===== config.mk =====
export PLATFORM = sky130hd
export DESIGN_NAME = hpwf_scan
export DESIGN_NICKNAME = d
export VERILOG_FILES = /design/src/design/hpwf_pkg.sv /design/src/design/hpwf_scan.sv
export SDC_FILE = /design/constraint.sdc
export NUM_CORES = 1
export LEC_CHECK = 0
export BUFFER_PORTS_ARGS = -buffer_cell sky130_fd_sc_hd__buf_4
export CAP_MARGIN = 20
export CORE_UTILIZATION = 45
export DETAILED_ROUTE_END_ITERATION = 10
export GPL_ROUTABILITY_DRIVEN = 0
export PLACE_DENSITY = 0.65
export SYNTH_ARGS = -nofsm -noshare
export SYNTH_HDL_FRONTEND = slang
export SYNTH_SLANG_ARGS = --single-unit

===== constraint.sdc =====
create_clock -name i_clk -period 5.9 [get_ports i_clk]
set_input_delay 0.885 -clock i_clk [delete_from_list [all_inputs] [get_ports i_clk]]
set_output_delay 0.885 -clock i_clk [all_outputs]
set_load 0.1 [all_outputs]

===== src/design/hpwf_pkg.sv =====
package hpwf_pkg;

    // Defaults for the top-level parameters.
    localparam int DEF_MAX_BINS   = 1024;
    localparam int DEF_COUNT_BITS = 32;

    // Fixed field widths of the stream and configuration ports.
    localparam int BIN_W      = 32;
    localparam int PCT_W      = 7;
    localparam int IDX_OUT_W  = 10;
    localparam int OUT_DATA_W = 32;

    localparam logic [PCT_W-1:0] PCT_RESET = 7'd40;
    localparam int               PCT_SCALE = 100;

    typedef enum logic [2:0] {
        ST_LOAD,
        ST_SETUP,
        ST_SCAN,
        ST_WAIT,
        ST_REPORT
    } t_state;

    // Result of one scan, already cut to the output index width.
    typedef struct packed {
        logic                 found;
        logic [IDX_OUT_W-1:0] start_idx;
        logic [IDX_OUT_W-1:0] end_idx;
        logic [IDX_OUT_W-1:0] width;
    } t_peak;

endpackage


===== src/design/hpwf_scan.sv =====
module hpwf_scan #(
    parameter int AW = 10,
    parameter int CW = 32
) (
    input  logic                 i_clk,
    input  logic                 i_rst_n,
    input  logic                 i_start,
    input  logic                 i_rd_valid,
    input  logic [AW-1:0]        i_rd_idx,
    input  logic                 i_rd_last,
    input  logic [CW-1:0]        i_rd_data,
    input  logic [CW+hpwf_pkg::PCT_W-1:0] i_thr,
    output logic                 o_done,
    output hpwf_pkg::t_peak      o_peak
);
    import hpwf_pkg::*;

    localparam int PW = CW + PCT_W;

    // Stage 1: scale the bin count by 100.
    logic          r_p_valid;
    logic          r_p_last;
    logic [AW-1:0] r_p_idx;
    logic [PW-1:0] r_p_prod;

    // Stage 2: threshold compare.
    logic          r_q_valid;
    logic          r_q_last;
    logic [AW-1:0] r_q_idx;
    logic          r_q_hit;

    // Stage 3: run tracking.
    logic          r_in_run, n_in_run;
    logic [AW-1:0] r_run_start, n_run_start;
    logic [AW-1:0] r_best_start, n_best_start;
    logic [AW-1:0] r_best_end, n_best_end;
    logic [AW-1:0] r_best_width, n_best_width;
    logic          r_done;

    logic          w_close;
    logic [AW-1:0] w_close_start;
    logic [AW-1:0] w_close_end;
    logic [AW-1:0] w_close_width;

    always_ff @(posedge i_clk) begin
        if (!i_rst_n) begin
            r_p_valid <= 1'b0;
            r_q_valid <= 1'b0;
            r_done    <= 1'b0;
        end else begin
            r_p_valid <= i_rd_valid;
            r_q_valid <= r_p_valid;
            r_done    <= r_q_valid && r_q_last;
        end
        r_p_last <= i_rd_last;
        r_p_idx  <= i_rd_idx;
        r_p_prod <= PW'(i_rd_data) * PW'(PCT_SCALE);
        r_q_last <= r_p_last;
        r_q_idx  <= r_p_idx;
        r_q_hit  <= (r_p_prod >= i_thr);
    end

    // A run closes when a failing bin follows it, or at the final bin.
    always_comb begin
        n_in_run      = r_in_run;
        n_run_start   = r_run_start;
        n_best_start  = r_best_start;
        n_best_end    = r_best_end;
        n_best_width  = r_best_width;
        w_close       = 1'b0;
        w_close_start = r_run_start;
        w_close_end   = r_q_idx;
        if (i_start) begin
            n_in_run     = 1'b0;
            n_best_start = '0;
            n_best_end   = '0;
            n_best_width = '0;
        end else if (r_q_valid) begin
            if (r_q_hit) begin
                if (!r_in_run) begin
                    n_in_run      = 1'b1;
                    n_run_start   = r_q_idx;
                    w_close_start = r_q_idx;
                end
                if (r_q_last) begin
                    w_close  = 1'b1;
                    n_in_run = 1'b0;
                end
            end else if (r_in_run) begin
                w_close     = 1'b1;
                w_close_end = r_q_idx - AW'(1);
                n_in_run    = 1'b0;
            end
        end
        w_close_width = w_close_end - w_close_start;
        if (w_close && (w_close_width > r_best_width)) begin
            n_best_start = w_close_start;
            n_best_end   = w_close_end;
            n_best_width = w_close_width;
        end
    end

    always_ff @(posedge i_clk) begin
        if (!i_rst_n) begin
            r_in_run     <= 1'b0;
            r_best_start <= '0;
            r_best_end   <= '0;
            r_best_width <= '0;
        end else begin
            r_in_run     <= n_in_run;
            r_best_start <= n_best_start;
            r_best_end   <= n_best_end;
            r_best_width <= n_best_width;
        end
        r_run_start <= n_run_start;
    end

    assign o_done           = r_done;
    assign o_peak.found     = |r_best_width;
    assign o_peak.start_idx = IDX_OUT_W'(r_best_start);
    assign o_peak.end_idx   = IDX_OUT_W'(r_best_end);
    assign o_peak.width     = IDX_OUT_W'(r_best_width);

endmodule

==> run_results.csv <==
group,metric,value,unit
critical_path,path_cells,"buf_4 -> nand2b_4 -> nor3b_2 -> buf_4 -> mux2i_1 -> ha_1 -> nor2b_1 -> o21ai_0 -> a21boi_0 -> o21ai_0 -> a21oi_1 -> xor2_1 -> ha_1 -> a211oi_1 -> o2111ai_1 -> a311o_1 -> o311ai_4 -> buf_12 -> nor4b_1 -> a21o_1",
yosys,synth-seq-area-share,25.2,%
yosys,synthCells,946,
floorplan,core,0.0180,mm²
critical_path,cp_top_family,"compound AO/OA/AOI/OAI gates",
placement,post-dp-hpwl,14200,µm
grt,grt_pass1_wl,28200,µm
timing,hold_viol_final,0,
yosys,synth.top_cell.area_share,25.2,%
timing,tightest_slew,1.02,ns
detailed_routing,wirelength_met1,7870,µm
yosys,synth-main-ff-cell,"dfxtp_1",
timing,finClkSkew,0.00431,ns
detailed_routing,drt_iter0_markers,280,
detailed_routing,dr_wl_met2,8270,µm
yosys,yosys.area.top_type,"dfxtp_1",
clock_tree,postCtsHoldBufs,0,
placement,placedCellCount,1273,
critical_path,arrival,5.41,ns
detailed_routing,wl_met3,524,µm
cells_and_area,fin_util,54.0,%
grt,grt.overflow.total,0,
detailed_routing,ant_nets,0,
timing,setup_viol,0,
timing,hold_slack,0.327,ns
timing,slew_viol_final,0,
yosys,synth_cell_type_count,65,
cells_and_area,syn_to_final_growth,17.4,%
critical_path,r2r_slack,1.19,ns
floorplan,start_util,46.0,%
clock_tree,postCtsResizedCells,0,
placement,io_buffers,117,
clock_tree,cts_buffers,9,
yosys,synth.most_common_cell,"inv_1",
critical_path,cp_num_buf_inv,3,
critical_path,cp_max_fo,45,
yosys,synth_area,0.00826,mm²
critical_path,cp-start-kind,"input port",
placement,place_area,0.00939,mm²
power,p_seq_share,29.5,%
clock_tree,cts_tree,"built",
yosys,yosys-top-cells-area,"dfxtp_1 25%, ha_1 24%, inv_1 9.1%, fa_1 6.8%, a21oi_1 3.8%",
run,drv_cap,0,
detailed_routing,drc,0,
status,status,"complete, no violations",
power,power_density,324,mW/mm²
timing,fin_crit,5.12,ns
cells_and_area,fill_cells,1696,
critical_path,cp_slowest_cell,"a311o_1",
cells_and_area,drive_above_1_share,15.2,%
clock_tree,clkLatencyLatePin,0.34,ns
clock_tree,cts_setup_buffers,0,
cells_and_area,design_area,0.00969,mm²
detailed_routing,vias_per_cell,4.95,
grt,grt_antenna_before_repair,0,
grt,grt_use_total,18.7,%
power,p_leak,0.00506,µW
critical_path,required,6.19,ns
cells_and_area,num-nets-final,1326,
clock_tree,cts.path.max_buffers,2,
floorplan,dieArea,0.0189,mm²
power,p_comb_share,51.3,%
timing,maxSlewHeadroom,32.3,%
floorplan,fp.dieW,137,µm
yosys,synth-edff-count,0,
clock_tree,clk_pin_slew_worst_paths,0.07,ns
floorplan,ios,118,
detailed_routing,routedWlPerCell,13.1,µm
cells_and_area,instances_no_fill,1289,
yosys,synthArstFlopShare,0,%
power,p_int,1910,µW
yosys,synth_top_cells_by_count,"200 x inv_1, 157 x ha_1, 104 x dfxtp_1, 62 x a21oi_1, 55 x nor2_1",
detailed_routing,wirelength,16900,µm
grt,grt_max_degree,46,
cells_and_area,multiInputGateArea,0.00537,mm²
detailed_routing,top_layer,"met4",
power,p_sw,1230,µW
cells_and_area,diodes,0,
timing,fin_tns_setup,0,ns
min_path,hp-class,"register to register",
yosys,synth_nets,1217,
critical_path,critical_path.max_stage_delay,0.43,ns
critical_path,critical_path_class,"input port to register",
power,peakVddDrop,0.000200,V
floorplan,row_count,49,
grt,grt_pass1_vias,6170,
yosys,synth_warnings,0,
timing,post-route-period-util,86.7,%
clock_tree,cts-root-buf,"clkbuf_16",
clock_tree,h-tree-depth,3,
floorplan,die_y,137,µm
detailed_routing,drtPass1Iterations,5,
detailed_routing,vias,6384,
clock_tree,cts.sinks,104,
yosys,syn_area_per_cell,8.73,µm²
timing,max_freq,195,MHz
yosys,synth-seq-cells,104,
cells_and_area,seqCellArea,0.00208,mm²
timing,rsz0062_at_grt,"no",
power,netSwitchingFraction,39.1,%
power,clkPwrFrac,19.2,%
critical_path,cp-end-kind,"register",
metrics by stage:
stage | power (µW) | setup WS [ns]
finish | 3140 | 0.785
global route | 3440 | 0.394
CTS | 3170 | 0.767
detailed placement | 2550 | 0.524
global placement | 2540 | 0.704
floorplan | 2160 | 0.846
state kept, by name (all words and copies together) (netlist names):
| signal | flops |
|---|---|
| r_p_prod | 37 |
| r_best_end | 10 |
| r_best_start | 10 |
| r_best_width | 10 |
| r_p_idx | 10 |
| r_q_idx | 10 |
| r_run_start | 10 |
| o_done | 1 |
| r_in_run | 1 |
| r_p_last | 1 |
| r_p_valid | 1 |
| r_q_hit | 1 |
| r_q_last | 1 |
| r_q_valid | 1 |
power groups by stage:
stage / Sequential (µW) / Clock (µW) / Combinational (µW)
after floorplan: 942 / 0 / 1220
after global placement: 940 / 0 / 1600
after detailed placement: 944 / 0 / 1600
after CTS: 928 / 620 / 1620
after global routing: 941 / 647 / 1850
final: 925 / 603 / 1610
per-layer routing:
layer,up-vias,global-route usage (%)
li1,3359,-
met1,2907,24.0
met2,106,33.3
met3,12,1.99
met4,0,4.40
met5,-,0
kinds of logic after synthesis:
group	count (synthesis)	share of synthesized area (%)
muxes	22	2.70
DFF	104	25.2
AOI/OAI and AO/OA	168	13.6
buffers and inverters	221	10.1
adders and majority gates	185	30.6
and+or+nand+nor	202	13.1
xor gates and xnor gates	44	4.76
placed cells by master (no fill, tap or decap), drive strengths merged, types with 19 or more instances in the layout:
| cell type | instances |
|---|---|
| a21o | 28 |
| a21oi | 64 |
| buf | 119 |
| dfxtp | 104 |
| fa | 28 |
| ha | 157 |
| inv | 202 |
| mux2i | 20 |
| nand2 | 32 |
| nand2b | 24 |
| nand3b | 19 |
| nor2 | 56 |
| o21ai | 25 |
| xnor2 | 31 |
cell type report:
type	count	area share, %
multi-input cells	621	55.3
flip-flops and latches	104	21.5
repair buffers	119	9.34
inverters	200	7.74
well taps	229	2.96
clock buffers	10	2.47
clock inverters	6	0.671
final timing paths:
check	depth (start not counted)	startpoint	end
setup / recovery	20	i_start	r_best_width[8]
hold reg to reg	0	r_p_idx[0]	r_q_idx[0]
hold / removal	0	r_p_idx[0]	r_q_idx[0]
setup reg to reg	19	r_q_valid	r_best_width[8]
Power figures use the tool's default switching activity.
